`src/rtl/turntable_scratch_detector_unit_defines.svh`:
```
// Assertion macros for the turntable scratch detector RTL.
// Needs signals clk and arst_n in the scope where a macro is used.
`ifndef TURNTABLE_SCRATCH_DETECTOR_UNIT_DEFINES_SVH
`define TURNTABLE_SCRATCH_DETECTOR_UNIT_DEFINES_SVH

// Consequent checked in the same cycle as the antecedent
`define TSD_ASSERT_SAME(lbl, ante, cons, msg) \
	lbl: assert property (@(posedge clk) disable iff (!arst_n) (ante) |-> (cons)) \
		else $error(msg);

// Consequent checked in the cycle after the antecedent
`define TSD_ASSERT_NEXT(lbl, ante, cons, msg) \
	lbl: assert property (@(posedge clk) disable iff (!arst_n) (ante) |=> (cons)) \
		else $error(msg);

`endif

```
`src/rtl/tsd_pkg.sv`:
```
// Package for the turntable scratch detector: widths, event and key codes,
// register indexes and the result struct. No dependencies.
`timescale 1ns / 1ps

package tsd_pkg;

	// Position bits taken from the axis sample (8 to 16)
	localparam int PosBits = 16;
	localparam int PosInBits = 16;

	localparam int MinTicksBits = 4;
	localparam int StopBits = 5;
	localparam int CfgDataBits = 5;
	localparam int CfgIndexBits = 1;

	localparam int MoveBits = 4;
	localparam int IdleBits = 5;
	localparam logic [MoveBits-1:0] MoveMax = '1;
	localparam logic [IdleBits-1:0] IdleMax = '1;

	// Register indexes
	localparam logic [CfgIndexBits-1:0] CfgMinTicks = 1'b0;
	localparam logic [CfgIndexBits-1:0] CfgStopThreshold = 1'b1;

	// Register reset values
	localparam logic [MinTicksBits-1:0] MinTicksReset = 4'd1;
	localparam logic [StopBits-1:0] StopReset = 5'd5;

	// Event codes
	localparam logic [1:0] EvNone = 2'd0;
	localparam logic [1:0] EvPress = 2'd1;
	localparam logic [1:0] EvRelease = 2'd2;

	// Key codes
	localparam logic KeyA = 1'b0;
	localparam logic KeyS = 1'b1;

	typedef struct packed {
		logic [1:0] key_event;
		logic key_id;
		logic scratching;
	} tsd_result_t;

endpackage

```
`src/rtl/turntable_scratch_detector_unit.sv`:
```
// Turntable scratch detector top level: input register, configuration
// registers, output register. Depends on tsd_pkg and tsd_core.
// Data path: a sample goes through the input register, then the output
// register; a stall on the output holds it in the input register.
// Throughput: one sample per cycle unless out_stall holds the output register.
// Reset: arst_n clears the pipeline valids and the detector state, and sets
// min_ticks to 1 and stop_threshold to 5.
`timescale 1ns / 1ps

module turntable_scratch_detector_unit
	import tsd_pkg::*;
(
	input  logic clk,
	input  logic arst_n,
	input  logic in_valid,
	output logic in_stall,
	input  logic [PosInBits-1:0] position,
	output logic out_valid,
	input  logic out_stall,
	output logic [1:0] key_event,
	output logic key_id,
	output logic scratching,
	input  logic cfg_wr_en,
	input  logic [CfgIndexBits-1:0] cfg_index,
	input  logic [CfgDataBits-1:0] cfg_data
);

	logic valid_s1;
	logic [PosBits-1:0] pos_s1;
	logic valid_s2;
	tsd_result_t result_s2;
	logic [MinTicksBits-1:0] min_ticks_q;
	logic [StopBits-1:0] stop_threshold_q;
	logic advance;
	tsd_result_t result;

	// Stage 1 moves on when the output register is free or being emptied
	assign advance = valid_s1 && !(valid_s2 && out_stall);
	assign in_stall = valid_s1 && !advance;

	// Configuration registers
	always_ff @(posedge clk or negedge arst_n) begin
		if (!arst_n) begin
			min_ticks_q <= MinTicksReset;
			stop_threshold_q <= StopReset;
		end else if (cfg_wr_en) begin
			case (cfg_index)
				CfgMinTicks: min_ticks_q <= cfg_data[MinTicksBits-1:0];
				CfgStopThreshold: stop_threshold_q <= cfg_data[StopBits-1:0];
				default: ;
			endcase
		end
	end

	// Input register
	always_ff @(posedge clk or negedge arst_n) begin
		if (!arst_n) begin
			valid_s1 <= 1'b0;
		end else if (!in_stall) begin
			valid_s1 <= in_valid;
		end
	end

	always_ff @(posedge clk) begin
		if (in_valid && !in_stall) begin
			pos_s1 <= position[PosBits-1:0];
		end
	end

	tsd_core u_core (
		.clk            (clk),
		.arst_n         (arst_n),
		.step           (advance),
		.cur            (pos_s1),
		.min_ticks      (min_ticks_q),
		.stop_threshold (stop_threshold_q),
		.result         (result)
	);

	// Output register
	always_ff @(posedge clk or negedge arst_n) begin
		if (!arst_n) begin
			valid_s2 <= 1'b0;
		end else if (advance) begin
			valid_s2 <= 1'b1;
		end else if (!out_stall) begin
			valid_s2 <= 1'b0;
		end
	end

	always_ff @(posedge clk) begin
		if (advance) begin
			result_s2 <= result;
		end
	end

	assign out_valid = valid_s2;
	assign key_event = result_s2.key_event;
	assign key_id = result_s2.key_id;
	assign scratching = result_s2.scratching;

endmodule

```
`src/rtl/tsd_core.sv`:
```
// Scratch detector state and per-sample update logic.
// Depends on tsd_pkg and turntable_scratch_detector_unit_defines.svh.
`timescale 1ns / 1ps
`include "turntable_scratch_detector_unit_defines.svh"

module tsd_core
	import tsd_pkg::*;
(
	input  logic clk,
	input  logic arst_n,
	input  logic step,
	input  logic [PosBits-1:0] cur,
	input  logic [MinTicksBits-1:0] min_ticks,
	input  logic [StopBits-1:0] stop_threshold,
	output tsd_result_t result
);

	localparam logic [PosBits-1:0] Half = {1'b1, {(PosBits-1){1'b0}}};

	logic [PosBits-1:0] last_q;
	logic primed_q;
	logic active_q;
	logic cw_q;
	logic [MoveBits-1:0] move_q;
	logic [IdleBits-1:0] idle_q;

	logic [PosBits-1:0] last_d;
	logic primed_d;
	logic active_d;
	logic cw_d;
	logic [MoveBits-1:0] move_d;
	logic [IdleBits-1:0] idle_d;

	logic [PosBits-1:0] diff;
	logic now_cw;
	logic [MoveBits-1:0] move_inc;
	logic [IdleBits-1:0] idle_inc;

	// Wrapped step and its direction; a half turn goes by the raw compare
	always_comb begin
		diff = cur - last_q;
		if (diff < Half) begin
			now_cw = 1'b1;
		end else if (diff > Half) begin
			now_cw = 1'b0;
		end else begin
			now_cw = cur > last_q;
		end
		move_inc = (move_q == MoveMax) ? move_q : move_q + 1'b1;
		idle_inc = (idle_q == IdleMax) ? idle_q : idle_q + 1'b1;
	end

	// Next state and event for the current sample
	always_comb begin
		last_d = last_q;
		primed_d = primed_q;
		active_d = active_q;
		cw_d = cw_q;
		move_d = move_q;
		idle_d = idle_q;
		result.key_event = EvNone;
		result.key_id = KeyA;
		if (!primed_q) begin
			primed_d = 1'b1;
			last_d = cur;
		end else if (diff != '0) begin
			if (active_q && (cw_q != now_cw)) begin
				// reversal: let go of the held key, start counting again
				result.key_event = EvRelease;
				result.key_id = cw_q ? KeyA : KeyS;
				active_d = 1'b0;
				move_d = '0;
				cw_d = now_cw;
			end else if (!active_q) begin
				move_d = move_inc;
				if (move_inc >= min_ticks) begin
					active_d = 1'b1;
					cw_d = now_cw;
					result.key_event = EvPress;
					result.key_id = now_cw ? KeyA : KeyS;
				end
			end
			idle_d = '0;
			last_d = cur;
		end else begin
			idle_d = idle_inc;
			if ((idle_inc > stop_threshold) && active_q) begin
				active_d = 1'b0;
				move_d = '0;
				result.key_event = EvRelease;
				result.key_id = cw_q ? KeyA : KeyS;
			end
		end
		result.scratching = active_d;
	end

	// Detector state
	always_ff @(posedge clk or negedge arst_n) begin
		if (!arst_n) begin
			last_q <= '0;
			primed_q <= 1'b0;
			active_q <= 1'b0;
			cw_q <= 1'b0;
			move_q <= '0;
			idle_q <= '0;
		end else if (step) begin
			last_q <= last_d;
			primed_q <= primed_d;
			active_q <= active_d;
			cw_q <= cw_d;
			move_q <= move_d;
			idle_q <= idle_d;
		end
	end

	`TSD_ASSERT_SAME(a_press_holds, step && result.key_event == EvPress, result.scratching, "press without held key")
	`TSD_ASSERT_SAME(a_release_frees, step && result.key_event == EvRelease, !result.scratching, "release with key still held")
	`TSD_ASSERT_NEXT(a_state_holds, !step, active_q == $past(active_q) && last_q == $past(last_q), "state changed without a sample")
	`TSD_ASSERT_NEXT(a_idle_sat, step && primed_q && diff == '0 && idle_q == IdleMax, idle_q == IdleMax, "idle count wrapped")

endmodule
```
`config.mk`:
```
export PLATFORM = sky130hd
export DESIGN_NAME = turntable_scratch_detector_unit
export DESIGN_NICKNAME = d
export VERILOG_FILES = /design/src/rtl/tsd_pkg.sv /design/src/rtl/turntable_scratch_detector_unit.sv /design/src/rtl/tsd_core.sv
export VERILOG_INCLUDE_DIRS = /design/src /design/src/rtl
export SDC_FILE = /design/constraint.sdc
export NUM_CORES = 1
export LEC_CHECK = 0
export BUFFER_PORTS_ARGS = -buffer_cell sky130_fd_sc_hd__buf_2
export CAP_MARGIN = 30
export CORE_MARGIN = 4
export CORE_UTILIZATION = 55
export CTS_CLUSTER_SIZE = 25
export DETAILED_ROUTE_END_ITERATION = 16
export GPL_TIMING_DRIVEN = 0
export PLACE_DENSITY = 0.86
export SYNTH_ARGS = -nofsm -noshare
export SYNTH_HDL_FRONTEND = slang
export SYNTH_SLANG_ARGS = --single-unit
```
`constraint.sdc`:
```
create_clock -name clk -period 9.8 [get_ports clk]
set_input_delay 0.98 -clock clk [delete_from_list [all_inputs] [get_ports clk]]
set_output_delay 0.98 -clock clk [all_outputs]
set_load 0.03 [all_outputs]
```
## After elaboration in Yosys (flattened, before gate mapping)

Cells that the tools add are included.

| storage, ports and cells | value |
|---|---|
| output and inout port bits | 6 |
| input bits | 27 |
| logic and storage cells | 77 |
| register bits after elaboration | 59 |

| cells by class | value |
|---|---|
| reduce and logical (&&, ||, !) cells | 18 |
| add/sub/neg operators | 3 |
| muxes and demuxes | 29 |
| $lt $le $gt $ge | 5 |
| bitwise operators | 1 |
| equality and inequality tests | 7 |

Operators with widths:

| kind | number |
|---|---|
| 2-to-1 mux 16 bit | 2 |
| 2-to-1 mux 4 bit | 5 |
| greater-than comparator 16 bit | 1 |
| greater-than comparator 16 bit (second input constant) | 1 |
| less-than comparator 16 bit (second input constant) | 1 |
| nonzero test 16 bit | 1 |
| subtractor 16 bit | 1 |
| 2-to-1 mux 1 bit | 15 |
| 2-to-1 mux 3 bit | 4 |
| 2-to-1 mux 5 bit | 2 |
| AND reduction 2 bit | 4 |
| logical AND 1 bit | 6 |
| adder 5 x 1 -> 5 bit (second input constant) | 1 |
| equality test 5 bit (second input constant) | 1 |
| greater-than comparator 5 bit | 1 |
| AND reduction 5 bit | 1 |
| adder 4 x 1 -> 4 bit (second input constant) | 1 |
| equality test 4 bit (second input constant) | 1 |
| greater-or-equal comparator 4 bit | 1 |
| != test 2 bit (second input constant) | 2 |
| AND reduction 4 bit | 1 |
| nonzero test 2 bit | 2 |
| logical NOT 1 bit | 3 |
| != test 3 bit (second input constant) | 1 |
| 4 further kinds | 4 |

## Logic depth before layout (Yosys ltp)

| logic depth | value |
|---|---|
| word-level depth | 9 |
| depth in mapped cells | 15 |

## Modules after synthesis

From an unflattened synthesis, not the netlist that was laid out.

| unflattened totals | value |
|---|---|
| cells, all modules | 373 |
| area total of the unflattened synthesis | 3654.8 µm² |

Modules (own cells, without submodules):

| module | seq. area each (µm²) | area an instance (µm²) | cells each | instances |
|---|---|---|---|---|
| tsd_core | 700.7 | 2593.7 | 325 | 1 |
| turntable_scratch_detector_unit | 879.6 | 1061.0 | 48 | 1 |

## Worst setup path after synthesis

Ideal clock, no wire load.

| path | value |
|---|---|
| kind | reg2reg |
| from | reg pos_s1[5] |
| to | reg u_core.last_q[10] |
| path slack | 6.688 ns |
| clock period less this slack | 3.112 ns |
| required time | 9.675 ns |
| library setup time | 0.125 ns |
| cell stages (with the launch flop) | 13 |
| arrival | 2.987 ns |
| cell sequence | edfxtp_1 ha_1 buf_6 a21oi_2 o21a_1 nand2_1 or3_1 a21o_1 nor4_4 nand3_4 o21ai_4 buf_8 mux2_4 |

| between the ends | value |
|---|---|
| cells in the longest elaborated chain, start to end | 4 |

RTL lines:

| element | RTL line | RTL |
|---|---|---|
| from (decl) | turntable_scratch_detector_unit.sv:29 | `logic [PosBits-1:0] pos_s1;` |
| from (signal assigned) | turntable_scratch_detector_unit.sv:66 | `pos_s1 <= position[PosBits-1:0];` |
| subtractor 16 bit | tsd_core.sv:41 | `diff = cur - last_q;` |
| nonzero test 16 bit | tsd_core.sv:66 | `end else if (diff != '0) begin` |
| != test 2 bit (no source line) | -- |  |
| AND reduction 2 bit (no source line) | -- |  |
| to (signal assigned) | tsd_core.sv:107 | `last_q <= last_d;` |
| to (decl) | tsd_core.sv:20 | `logic [PosBits-1:0] last_q;` |

No other way between the ends.
A chain may end at the register's enable or synchronous reset.

## Worst setup path after layout

| path | value |
|---|---|
| from | reg pos_s1[1] |
| to | reg u_core.last_q[14] |

Same word-level chain as after synthesis.

==> results.yml <==
run_status:
  status: "finished, final reports clean"
sta:
  fin_crit_sh_pct: 36.9
  final.setup_skew_ps: 9.03
  layout_setup_ws_ps: 6180
  hold_viol_final: 0
  timing.fmax_mhz: 277
  whs_ps: 496
  rsz0062_at_grt: "false"
  min_period_ps: 3620
  setup_viol: 0
  relSlewSlack_pct: 40.6
  maxSlewViolCount: 0
  setup_tns_ps: 0
  tightestPinTransition_ps: 892
synthesis:
  synth_cell_types: 58
  synth_top_family_by_area: "compound AO/OA/AOI/OAI gates"
  synthAdderAreaFrac_pct: 9.27
  synth_xor_area_share_pct: 2.40
  synth_seq_cells: 59
  synth_nets: 405
  synthMuxAreaShare_pct: 9.30
  synth_top_cell_area_share_pct: 24.7
  syn_area_mm2: 0.00365
  synthArstFlopShare_pct: 66.1
  synth_cells: 351
  synth_simple_gate_area_share_pct: 15.0
  synth_top_cell_by_area: "dfrtp_1"
  seq_area_frac_synth_pct: 43.3
  synth_most_common_cell: "nand2_1"
  ys_top_cells_by_count: "nand2_1, dfrtp_1, inv_1"
  synth_edf_count: 20
  synthTopCellsByArea: "dfrtp_1, edfxtp_1, ha_1"
  avgSynthCellArea_um2: 10.4
  synth_compound_area_share_pct: 15.9
  yosys_warnings: 0
  ys.flop_type: "dfrtp_1"
grt:
  grt_max_degree: 40
  grt_first_pass_wirelength_um: 11600
  grt_overflow: 0
  track_usage_pct: 19.1
  antenna_found_initial: 0
  grt_pass1_vias: 2623
worst_setup_path:
  r2r_cells: 11
  start_kind: "flip-flop"
  worstSetupPathType: "reg -> reg"
  crit_path_top_delay_cell: "nor4_4"
  crit_buf_inv: 1
  endpoint_kind: "flip-flop"
  crit_family: "compound AO/OA/AOI/OAI gates"
  cp_cell_sequence: "ha_1 -> and2b_4 -> o22a_1 -> a21oi_2 -> mux2i_1 -> o211ai_2 -> nor4_4 -> nand3_4 -> o21ai_4 -> buf_8 -> mux2_4"
  required_ps: 10020
  crit_fanout: 10
  crit_cells: 11
  cp.arrival_ps: 3840
  critPathMaxStageDelay_ps: 530
clocking:
  cts_made_buffers: 9
  clkTransAtPathRegs_ps: 70
  clock_sinks: 59
  insertion_delay_ps: 340
  cts_resized: 0
  root_buffer: "clkbuf_8"
  hold_buffers: 0
  cts_tree: "yes"
  post_cts_buffers: 0
  clk_path_buf_depth: 2
  cts_max_level: 3
power:
  power.switching_w: 0.000308
  clockPowerShare_pct: 24.3
  power_frac_seq_pct: 37.5
  intPower_w: 0.000556
  p_leak_nw: 1.91
  p_per_area_mw_per_mm2: 211
  vdd_drop_max_v: 0.000129
  p_sw_share_pct: 35.6
  p_comb_share_pct: 38.1
place:
  place.gp.congestion: 0.866
  numPlacedInstances: 460
  dp_hpwl_um: 5190
  dp_slack_ps: 6260
  portBuffers: 32
  placed_cell_area_mm2: 0.00390
floorplan:
  die_width_um: 89.4
  io_pins: 33
  die_y_um: 89.4
  dieArea_mm2: 0.00800
  coreArea_mm2: 0.00639
  rows: 29
  initial_utilization_pct: 57.1
drt:
  vias: 2705
  drc_errors: 0
  drt_iter0_markers: 146
  final_antenna_net_count: 0
  wl_per_cell_um: 14.7
  drt_wl_total_um: 6990
  via_per_inst: 5.68
  dr.pass1.iters: 4
final_layout:
  nets: 448
  syn2layout_area_growth_pct: 12.1
  final_cells: 476
  final_area_mm2: 0.00409
  diodes: 0
  final_layout_size_suffix_gt1_share_pct: 22.6
  fill_cells: 467
job:
  maxCapViolCount: 0
worst_hold_path:
  holdPathStages: 2
  hold_class: "reg -> reg"
## routing by layer
layer / GRT usage, % / routed length (um) / up-vias
li1: - / - / 1356
met1: 24.4 / 3190 / 1275
met2: 31.2 / 3350 / 65
met3: 4.79 / 356 / 9
met4: 7.31 / 95 / 0
met5: 0 / 0 / -
## worst reg2reg max path: cells and delay by family (launching register included)
kind                     cells  cell delay [ps]
AO/OA/AOI/OAI                4             1020
adder cells (fa/ha/maj)      1              330
buffers and inverters        1              210
flip-flops                   1              390
AND/OR/NAND/NOR              3              940
multiplexers                 2              610
## stage by stage
step / util [%] / power, W
after floorplan: - / 0.000582
after global placement: 61.1 / 0.000638
final: 64.0 / 0.000863
after global routing: 64.0 / 0.000921
after detailed placement: 61.1 / 0.000654
after CTS: 64.0 / 0.000867
## layout make-up
cell class	instances	area [um2]	area share (%)
Tap cell	77	96.3	2.36
Multi-Input combinational cell	251	1890	46.3
Buffer	7	46.3	1.13
Clock buffer	10	128	3.12
Inverter	34	128	3.12
Clock inverter	6	56.3	1.38
Sequential cell	59	1580	38.7
Timing Repair Buffer	32	160	3.92
## state kept, by name (all words and copies together), names as in the netlist, 2 cells and up
name,cells
stop_threshold_q,5
u_core.last_q,16
min_ticks_q,4
pos_s1,16
u_core.idle_q,5
u_core.move_q,4
key_event,2
## power by group through the flow
| stage | logic [W] | clock network [W] | registers (W) |
|---|---|---|---|
| after floorplan | 0.000248 | 0 | 0.000334 |
| after global placement | 0.000313 | 0 | 0.000325 |
| after detailed placement | 0.000327 | 0 | 0.000327 |
| after CTS | 0.000329 | 0.000214 | 0.000323 |
| after global routing | 0.000367 | 0.000227 | 0.000327 |
| final | 0.000329 | 0.000210 | 0.000324 |
## layout by cell type, fill, tap and decap left out, drive strengths merged, types with 2 or more instances in the layout
| master | n |
|---|---|
| nor2 | 10 |
| a211oi | 3 |
| xnor2 | 8 |
| and2 | 2 |
| o21a | 5 |
| clkbuf | 14 |
| mux2 | 23 |
| nand3 | 11 |
| edfxtp | 20 |
| inv | 34 |
| nor2b | 5 |
| xor2 | 2 |
| mux2i | 5 |
| clkinv | 4 |
| or3 | 2 |
| nand2b | 8 |
| nor3b | 2 |
| and3 | 6 |
| nand4 | 6 |
| a31oi | 5 |
| a21o | 7 |
| o211ai | 3 |
| or2 | 3 |
| buf | 35 |
| o21ai | 21 |
| nor3 | 7 |
| nand2 | 37 |
| ha | 27 |
| dfrtp | 36 |
| a41o | 2 |
| o31a | 2 |
| a21oi | 24 |
| o2111ai | 2 |
| o22a | 2 |
| dfstp | 3 |
## cell families (layout without fill, tap and decap cells)
group	count (synthesis)	after routing
DFF	59	59
buffers and inverters	41	89
AOI/OAI and AO/OA	83	83
muxes	28	28
xor gates and xnor gates	10	10
and+or+nand+nor	103	103
adders and majority gates	27	27
## final timing paths
path / start / endpoint / slack [ps]
max: pos_s1[1] / u_core.last_q[14] / 6180
min: u_core.last_q[0] / u_core.last_q[0] / 500
max reg2reg: pos_s1[1] / u_core.last_q[14] / 6180
min reg2reg: u_core.last_q[0] / u_core.last_q[0] / 500
max in group asynchronous: arst_n / u_core.last_q[3] / 8470
min in group asynchronous: arst_n / stop_threshold_q[3] / 760
Power figures use the tool's default switching activity.
